`src/hdl/ptw_pkg.sv`:
```
// ----------------------------------------------------------------------------
// ptw_pkg
// Shared types and constants for the two-level page table walker.
// ----------------------------------------------------------------------------
package ptw_pkg;

	localparam int unsigned VA_W     = 32;
	localparam int unsigned PA_W     = 32;
	localparam int unsigned PPN_W    = 20;
	localparam int unsigned VPN_W    = 10;
	localparam int unsigned OFFSET_W = 12;
	localparam int unsigned PTE_W    = 32;

	// page table entry bit positions
	localparam int unsigned PTE_V = 0;
	localparam int unsigned PTE_R = 1;
	localparam int unsigned PTE_W_BIT = 2;
	localparam int unsigned PTE_X = 3;

	typedef enum logic [0:0] {
		CMD_TRANSLATE = 1'b0,
		CMD_MEM_RSP   = 1'b1
	} command_t;

	typedef enum logic [1:0] {
		ACC_FETCH   = 2'd0,
		ACC_READ    = 2'd1,
		ACC_WRITE   = 2'd2,
		ACC_UNKNOWN = 2'd3
	} access_t;

	typedef enum logic [0:0] {
		RES_MEM_READ = 1'b0,
		RES_DONE     = 1'b1
	} result_kind_t;

	typedef enum logic [2:0] {
		FAULT_NONE = 3'd0,
		FAULT_DIR  = 3'd1,
		FAULT_LEAF = 3'd2,
		FAULT_PERM = 3'd3,
		FAULT_KIND = 3'd4
	} fault_t;

	typedef enum logic [1:0] {
		PHASE_IDLE = 2'd0,
		PHASE_DIR  = 2'd1,
		PHASE_LEAF = 2'd2
	} phase_t;

	typedef struct packed {
		logic              command;
		logic [VA_W-1:0]   virtual_address;
		logic [1:0]        access_kind;
		logic [PTE_W-1:0]  read_data;
	} req_t;

	typedef struct packed {
		logic              result_kind;
		logic [PA_W-1:0]   address;
		logic [2:0]        fault;
	} rsp_t;

endpackage

```
`src/hdl/ptw_if.sv`:
```
// ----------------------------------------------------------------------------
// ptw channel interfaces
// Request, result and configuration channels with valid/ready handshake.
// ----------------------------------------------------------------------------
interface ptw_req_if;
	logic        valid;
	logic        ready;
	logic        command;
	logic [31:0] virtual_address;
	logic [1:0]  access_kind;
	logic [31:0] read_data;

	modport source (output valid, command, virtual_address, access_kind, read_data,
		input ready);
	modport sink (input valid, command, virtual_address, access_kind, read_data,
		output ready);
endinterface

interface ptw_rsp_if;
	logic        valid;
	logic        ready;
	logic        result_kind;
	logic [31:0] address;
	logic [2:0]  fault;

	modport source (output valid, result_kind, address, fault, input ready);
	modport sink (input valid, result_kind, address, fault, output ready);
endinterface

interface ptw_cfg_if;
	logic        valid;
	logic        ready;
	logic [19:0] data;

	modport source (output valid, data, input ready);
	modport sink (input valid, data, output ready);
endinterface

```
`src/hdl/two_level_page_table_walker_unit.sv`:
```
// ----------------------------------------------------------------------------
// two_level_page_table_walker_unit
// Two-level page table walker with registered input and result stages.
// ----------------------------------------------------------------------------
// Each request or memory-response beat is captured in an input register,
// resolved against the walk state, and the result (read request
// or finished translation) lands in an output register. One beat is taken per
// cycle, set by the single walk step between those two registers, while a beat
// that yields a result is held until the output register is free. Requests
// arriving mid-walk and responses arriving while idle are dropped with no
// result. The root table page is written on the cfg channel and sampled when a
// request is resolved, so write it only while no walk is in flight.
module two_level_page_table_walker_unit
	import ptw_pkg::*;
(
	input  logic      clk,
	input  logic      arst_n,
	ptw_req_if.sink   req,
	ptw_rsp_if.source rsp,
	ptw_cfg_if.sink   cfg
);

	logic             root_we;
	logic [PPN_W-1:0] root_q;
	logic             valid_s1;
	req_t             item_s1;
	logic             out_valid_q;
	rsp_t             out_q;
	logic             has_result;
	rsp_t             result;
	logic             out_free;
	logic             adv_s1;
	logic             take_in;

	assign cfg.ready = 1'b1;
	assign root_we   = cfg.valid & cfg.ready;

	always_ff @(posedge clk or negedge arst_n) begin
		if (!arst_n) root_q <= '0;
		else if (root_we) root_q <= cfg.data;
	end

	assign out_free  = !out_valid_q || rsp.ready;
	assign adv_s1    = valid_s1 && (!has_result || out_free);
	assign take_in   = req.valid && req.ready;
	assign req.ready = !valid_s1 || adv_s1;

	always_ff @(posedge clk or negedge arst_n) begin
		if (!arst_n) valid_s1 <= 1'b0;
		else if (req.ready) valid_s1 <= req.valid;
	end

	always_ff @(posedge clk) begin
		if (take_in) begin
			item_s1.command         <= req.command;
			item_s1.virtual_address <= req.virtual_address;
			item_s1.access_kind     <= req.access_kind;
			item_s1.read_data       <= req.read_data;
		end
	end

	ptw_step u_step (
		.clk             (clk),
		.arst_n          (arst_n),
		.en              (adv_s1),
		.item            (item_s1),
		.root_table_page (root_q),
		.has_result      (has_result),
		.result          (result)
	);

	always_ff @(posedge clk or negedge arst_n) begin
		if (!arst_n) out_valid_q <= 1'b0;
		else if (out_free) out_valid_q <= adv_s1 && has_result;
	end

	always_ff @(posedge clk) begin
		if (out_free && adv_s1 && has_result) out_q <= result;
	end

	assign rsp.valid       = out_valid_q;
	assign rsp.result_kind = out_q.result_kind;
	assign rsp.address     = out_q.address;
	assign rsp.fault       = out_q.fault;

endmodule

```
`src/hdl/ptw_step.sv`:
```
// ----------------------------------------------------------------------------
// ptw_step
// Walk state machine: consumes one registered beat per enable and forms the
// matching result, if any.
// ----------------------------------------------------------------------------
module ptw_step
	import ptw_pkg::*;
(
	input  logic             clk,
	input  logic             arst_n,
	input  logic             en,
	input  req_t             item,
	input  logic [PPN_W-1:0] root_table_page,
	output logic             has_result,
	output rsp_t             result
);

	phase_t              phase_q, phase_nxt;
	logic [VA_W-1:0]     held_address_q;
	logic [1:0]          held_access_q;
	logic                grant;
	logic                leaf_ok;

	always_ff @(posedge clk or negedge arst_n) begin
		if (!arst_n) begin
			phase_q        <= PHASE_IDLE;
			held_address_q <= '0;
			held_access_q  <= '0;
		end else if (en) begin
			phase_q <= phase_nxt;
			if (item.command == CMD_TRANSLATE && phase_q == PHASE_IDLE) begin
				held_address_q <= item.virtual_address;
				held_access_q  <= item.access_kind;
			end
		end
	end

	// next state
	always_comb begin
		phase_nxt = phase_q;
		unique case (phase_q)
			PHASE_IDLE: begin
				if (item.command == CMD_TRANSLATE) phase_nxt = PHASE_DIR;
			end
			PHASE_DIR: begin
				if (item.command == CMD_MEM_RSP)
					phase_nxt = item.read_data[PTE_V] ? PHASE_LEAF : PHASE_IDLE;
			end
			PHASE_LEAF: begin
				if (item.command == CMD_MEM_RSP) phase_nxt = PHASE_IDLE;
			end
			default: begin
				phase_nxt = (item.command == CMD_TRANSLATE) ? PHASE_DIR : PHASE_IDLE;
			end
		endcase
	end

	always_comb begin
		unique case (access_t'(held_access_q))
			ACC_FETCH: grant = item.read_data[PTE_X];
			ACC_READ:  grant = item.read_data[PTE_R];
			ACC_WRITE: grant = item.read_data[PTE_W_BIT];
			default:   grant = 1'b0;
		endcase
	end

	assign leaf_ok = item.read_data[PTE_V];

	// outputs
	always_comb begin
		has_result         = 1'b0;
		result.result_kind = RES_MEM_READ;
		result.address     = '0;
		result.fault       = FAULT_NONE;
		unique case (phase_q)
			PHASE_DIR: begin
				if (item.command == CMD_MEM_RSP) begin
					has_result = 1'b1;
					if (!item.read_data[PTE_V]) begin
						result.result_kind = RES_DONE;
						result.fault       = FAULT_DIR;
					end else begin
						result.address = {item.read_data[PTE_W-1 -: PPN_W],
							held_address_q[VA_W-VPN_W-1 -: VPN_W], 2'b00};
					end
				end
			end
			PHASE_LEAF: begin
				if (item.command == CMD_MEM_RSP) begin
					has_result         = 1'b1;
					result.result_kind = RES_DONE;
					priority if (!leaf_ok) begin
						result.fault = FAULT_LEAF;
					end else if (held_access_q == ACC_UNKNOWN) begin
						result.fault = FAULT_KIND;
					end else if (!grant) begin
						result.fault = FAULT_PERM;
					end else begin
						result.address = {item.read_data[PTE_W-1 -: PPN_W],
							held_address_q[OFFSET_W-1:0]};
					end
				end
			end
			default: begin
				// idle: only a translate request answers
				if (item.command == CMD_TRANSLATE) begin
					has_result     = 1'b1;
					result.address = {root_table_page,
						item.virtual_address[VA_W-1 -: VPN_W], 2'b00};
				end
			end
		endcase
	end

endmodule
```
`src/flat_wrapper.sv`:
```
// flat-port wrapper written by rule: the top's interface ports become plain ports
module two_level_page_table_walker_unit_flat import ptw_pkg::*;
  (clk, arst_n, req_valid, req_command, req_virtual_address, req_access_kind, req_read_data, req_ready, rsp_valid, rsp_result_kind, rsp_address, rsp_fault, rsp_ready, cfg_valid, cfg_data, cfg_ready);
  ptw_req_if req_i ();
  ptw_rsp_if rsp_i ();
  ptw_cfg_if cfg_i ();
  input  logic clk;
  input  logic arst_n;
  input wire logic [$bits(req_i.valid)-1:0] req_valid;
  input wire logic [$bits(req_i.command)-1:0] req_command;
  input wire logic [$bits(req_i.virtual_address)-1:0] req_virtual_address;
  input wire logic [$bits(req_i.access_kind)-1:0] req_access_kind;
  input wire logic [$bits(req_i.read_data)-1:0] req_read_data;
  output wire logic [$bits(req_i.ready)-1:0] req_ready;
  output wire logic [$bits(rsp_i.valid)-1:0] rsp_valid;
  output wire logic [$bits(rsp_i.result_kind)-1:0] rsp_result_kind;
  output wire logic [$bits(rsp_i.address)-1:0] rsp_address;
  output wire logic [$bits(rsp_i.fault)-1:0] rsp_fault;
  input wire logic [$bits(rsp_i.ready)-1:0] rsp_ready;
  input wire logic [$bits(cfg_i.valid)-1:0] cfg_valid;
  input wire logic [$bits(cfg_i.data)-1:0] cfg_data;
  output wire logic [$bits(cfg_i.ready)-1:0] cfg_ready;
  assign req_i.valid = req_valid;
  assign req_i.command = req_command;
  assign req_i.virtual_address = req_virtual_address;
  assign req_i.access_kind = req_access_kind;
  assign req_i.read_data = req_read_data;
  assign req_ready = req_i.ready;
  assign rsp_valid = rsp_i.valid;
  assign rsp_result_kind = rsp_i.result_kind;
  assign rsp_address = rsp_i.address;
  assign rsp_fault = rsp_i.fault;
  assign rsp_i.ready = rsp_ready;
  assign cfg_i.valid = cfg_valid;
  assign cfg_i.data = cfg_data;
  assign cfg_ready = cfg_i.ready;
  two_level_page_table_walker_unit u_core (.clk(clk), .arst_n(arst_n), .req(req_i), .rsp(rsp_i), .cfg(cfg_i));
endmodule
```
`config.mk`:
```
export PLATFORM = sky130hd
export DESIGN_NAME = two_level_page_table_walker_unit_flat
export DESIGN_NICKNAME = d
export VERILOG_FILES = /design/src/hdl/ptw_pkg.sv /design/src/hdl/ptw_if.sv /design/src/hdl/two_level_page_table_walker_unit.sv /design/src/hdl/ptw_step.sv /design/src/flat_wrapper.sv
export SDC_FILE = /design/constraint.sdc
export NUM_CORES = 1
export LEC_CHECK = 0
export BUFFER_PORTS_ARGS = -buffer_cell sky130_fd_sc_hd__buf_4
export CAP_MARGIN = 30
export CORE_MARGIN = 5
export CORE_UTILIZATION = 53
export DETAILED_ROUTE_END_ITERATION = 10
export PLACE_DENSITY = 0.79
export SYNTH_ARGS = -nofsm -noshare
export SYNTH_HDL_FRONTEND = slang
export SYNTH_SLANG_ARGS = --single-unit
```
`constraint.sdc`:
```
create_clock -name clk -period 3.54 [get_ports clk]
set_input_delay 0.531 -clock clk [delete_from_list [all_inputs] [get_ports clk]]
set_output_delay 0.531 -clock clk [all_outputs]
set_load 0.01 [all_outputs]
```
Word-level counts from Yosys, hierarchy flattened
Cells that the tools add are included. Widths: inputs -> output; s select.

Bits in registers: 151. Output and inout bits: 39. Input port bits: 92.

Bitwise gates (word level): 1. Equality and inequality tests: 8. Reductions and logical operators: 17. Muxes and demuxes: 25.

Operator list (number): $mux 32 (5); $mux 36 (2); $pmux 32 s2 (1); $mux 2 (5); $eq 2x2->1 const B (3); $logic_and 1x1->1 (6); $mux 1 (6); $mux 3 (2); $pmux 2 s3 (1); $pmux 3 s2 (1); $eq 2x1->1 const B (2); $logic_not 2->1 (2); $ne 2x1->1 const B (2); $reduce_and 4->1 (1); $logic_not 1->1 (3); $logic_or 1x1->1 (3); $pmux 1 s3 (1); $ne 2x2->1 const B (1); $pmux 1 s2 (1); $reduce_and 2->1 (1); $reduce_or 2->1 (1); $not 1->1 (1).

Logic depth before layout (Yosys ltp)
Depth in word-level cells: 8. Gate-level depth with buffers: 8. Depth with buffers taken out: 6.

Hierarchy
A second synthesis with hierarchy kept.

Cell total of the unflattened synthesis: 301. Area total of the unflattened synthesis: 5641.7 um^2.

Modules (own cells, without submodules): two_level_page_table_walker_unit (instances 1, sequential area each 3643.5 um^2, cells an instance 157, area an instance 4026.4 um^2); ptw_step (instances 1, sequential area each 650.6 um^2, cells an instance 144, area an instance 1615.3 um^2).

Worst setup path before layout
Ideal clock, no wire load.

Path type: flip-flop to flip-flop. Start point: register u_core.u_step.phase_q[0]. End point: register u_core.out_q, in the netlist u_core.rsp.address[0] (enable). Path slack: 424 ps. Arrival time: 2687 ps. Stages on the path, launching flop included: 7. Required time: 3111 ps. Cell sequence: dfrtp_1 > inv_1 > ha_1 > clkbuf_2 > xnor2_1 > nand2_1 > nor2_1.

Cells in the longest elaborated chain, start to end: 8.

RTL lines: from (decl) (RTL line ptw_step.sv:18) `phase_t phase_q, phase_nxt;`; from (signal assigned) (RTL line ptw_step.sv:30) `phase_q <= phase_nxt;`; $eq 2x2->1 / $eq 2x1->1 (equally long branches) (RTL line ptw_step.sv:75) `unique case (phase_q)`; $reduce_or 2->1 (no line) *; $mux 1 *; $logic_not 1->1 (RTL line two_level_page_table_walker_unit.sv:44) `assign adv_s1 = valid_s1 && (!has_result || out_free);`; $logic_or 1x1->1 (RTL line two_level_page_table_walker_unit.sv:44); $logic_and 1x1->1 (RTL line two_level_page_table_walker_unit.sv:44); $logic_and 1x1->1 (RTL line two_level_page_table_walker_unit.sv:78) `if (out_free && adv_s1 && has_result) out_q <= result;`; $logic_and 1x1->1 * (RTL line two_level_page_table_walker_unit.sv:78); to (signal assigned) (RTL line two_level_page_table_walker_unit.sv:78); to (decl) (RTL line two_level_page_table_walker_unit.sv:28) `rsp_t out_q;`.

Every way passes the cells marked *; elsewhere a longest branch is shown, timed or not. A chain may end at the register's enable or synchronous reset.

==> metrics.yaml <==
outcome: "complete, no violations"
yosysSeqAreaShare_pct: 76.6
post-route-util_pct: 70.8
cts_sinks: 143
mappedNetlistArea_um2: 5290
startpoint_type: "flop"
drc: 0
crit_path_cell_trace: "inv_1 > ha_1 > nand4_1 > a21o_1 > nor2_1 > a221o_1"
ys_ff_latch: 143
cts_resized: 0
grt_overflow: 0
yosysTopAreaCellShare_pct: 53.9
hold_path.class: "in2async"
power.leakage_uw: 0.00285
num_rows: 36
insertion_delay_ns: 0.51
cpLargestDelayFamily: "simple AND/OR/NAND/NOR gates"
ys_warn_count: 0
syn_nets: 390
cp_slowest_stage_delay_ns: 0.75
fin_crit_ns: 2.59
fin_crit_sh_pct: 73.1
numCtsBuffers: 17
clock-root-buffer: "clkbuf_8"
tns_ns: 0
ant_nets: 0
cts_tree: "yes"
critical_path.max_fanout: 12
grt_max_degree: 49
cts-htree-levels: 4
yosysUniqueCellTypes: 31
routabilityCongestion: 0.825
routed_wl_um: 10400
required_ns: 3.91
gr-usage-all-layers_pct: 18.1
start_util_pct: 54.2
pin_count: 131
cap_violations: 0
drt-initial-drc-count: 148
dieArea_um2: 12100
fp.dieH_um: 110
clk_pin_slew_ns: 0.06
setup_viol: 0
netlist_top_cells_area: "edfxtp_1 (54%), dfrtp_1 (23%), mux2_2 (9.4%)"
layout_commonest_cell: "buf_4"
ctsHoldBuffers: 0
worst_setup_path_end_kind: "flop"
yosys.area.top_type: "edfxtp_1"
syn_to_final_growth_pct: 30.7
max-vdd-ir-drop_mv: 0.396
post-dp-hpwl_um: 6840
via_per_inst: 5.26
postCtsSetupBuffers: 0
num_vias: 2991
crit_buf_inv: 1
grt_pass1_wl_um: 15900
dr.pass1.iters: 4
crit_arrival_ns: 2.96
portBuffers: 121
fmax_ghz: 0.387
antenna_found_initial: 0
grt_pass1_vias: 3267
coreArea_um2: 9770
critPathSlowestCell: "nor2_1"
path_class: "reg2reg"
drive_above_1_share_pct: 47.2
syn_avg_cell_area_um2: 18.0
worst_slew_pin_slew_ns: 0.985
finClkSkew_ns: 0.00481
n_antenna_cell: 0
power_density_nw_per_um2: 786
maxSlewViolCount: 0
drt-wirelength-per-cell_um: 18.3
rsz0062_at_grt: "no"
syn_inst: 294
clock_path_buffers: 2
relSlewSlack_pct: 34.1
die_x_um: 110
layout_common_cells: "buf_4 (124), edfxtp_1 (95), dfrtp_1 (48)"
finalNetCount: 519
hold_viol: 0
==> cells by family after synthesis <==
logic type	after synthesis	synth area share (%)
AOI/OAI and AO/OA	38	6.31
xor gates and xnor gates	1	0.165
adders and majority gates	4	0.945
buffers and inverters	20	2.01
DFF	143	76.6
muxes	47	9.93
other	1	0.0708
and+or+nand+nor	40	3.99
==> metrics by stage <==
step           power [µW]  hold WS, ns  std cells  setup slack, ns  cell area, µm²
2_1_floorplan        3230        0.235        294            0.424            5290
3_3_place_gp         3720        0.458        537             1.10            6350
3_5_place_dp         3790        0.467        537            0.980            6350
4_1_cts              5490       0.0539        569            0.953            6920
5_1_grt              5680       0.0960        569            0.828            6920
6_report             5440       0.0442        569            0.954            6920
==> cell usage after synthesis, drive strengths merged <==
master / n
xnor2: 1
a21oi: 3
nand2: 8
and3: 11
nor2: 8
nand2b: 3
mux2i: 3
inv: 5
conb: 1
o2111ai: 1
a21o: 1
nand3: 2
ha: 4
buf: 7
a22o: 20
nand4: 1
or2: 1
a211oi: 1
nor3: 1
edfxtp: 95
and2: 3
mux2: 44
o22ai: 1
a221o: 10
dfrtp: 48
nor2b: 2
o32ai: 1
clkbuf: 8
==> worst paths after layout <==
kind                                                      startpoint                                            to  slack [ns]  depth (start not counted)
worst min register to register          u_core.item_s1[51]$_DFFE_PP_  u_core.u_step.held_address_q[17]$_DFFE_PN0P_        0.48                          1
min in group clk                             req_virtual_address[22]                  u_core.item_s1[56]$_DFFE_PP_        0.19                          1
worst min-delay path                                          arst_n                  u_core.rsp.valid$_DFFE_PN0P_        0.04                          1
worst max register to register  u_core.u_step.phase_q[1]$_DFFE_PN0P_               u_core.rsp.address[6]$_DFFE_PP_        0.95                          6
worst max-delay path            u_core.u_step.phase_q[1]$_DFFE_PN0P_               u_core.rsp.address[6]$_DFFE_PP_        0.95                          6
max in group asynchronous                                     arst_n                 u_core.root_q[17]$_DFFE_PN0P_        3.05                          1
==> power breakdown <==
part | switching, µW | total (µW) | internal, µW
sequential | 188 | 2490 | 2300
clock | 656 | 1680 | 1020
combinational | 650 | 1260 | 612
==> layout make-up <==
type | instances | area, µm²
sequential | 143 | 4050
clock buffer | 20 | 435
tap | 133 | 166
clock inverter | 12 | 135
inverter | 5 | 18.8
timing repair buffer | 125 | 951
multi-input combinational | 131 | 1160
fill | 651 | 2860
==> sequential cells by signal, indices dropped and copies added, names as in the netlist <==
register / cells
u_core.u_step.phase_q: 2
u_core.u_step.held_access_q: 2
u_core.rsp.valid: 1
u_core.rsp.fault: 3
u_core.root_q: 20
u_core.u_step.held_address_q: 22
u_core.item_s1: 59
u_core.valid_s1: 1
u_core.rsp.result_kind: 1
u_core.rsp.address: 32
==> metal layers <==
layer  vias up  part of all wire [%]  track usage [%]
met3        17                   6.4             4.23
met2       112                    55             31.5
met5         -                     0                0
met1      1476                    37             21.1
li1       1386                     -                -
met4         0                   1.8             8.99
No activity file was read; power rests on OpenSTA's default activity.
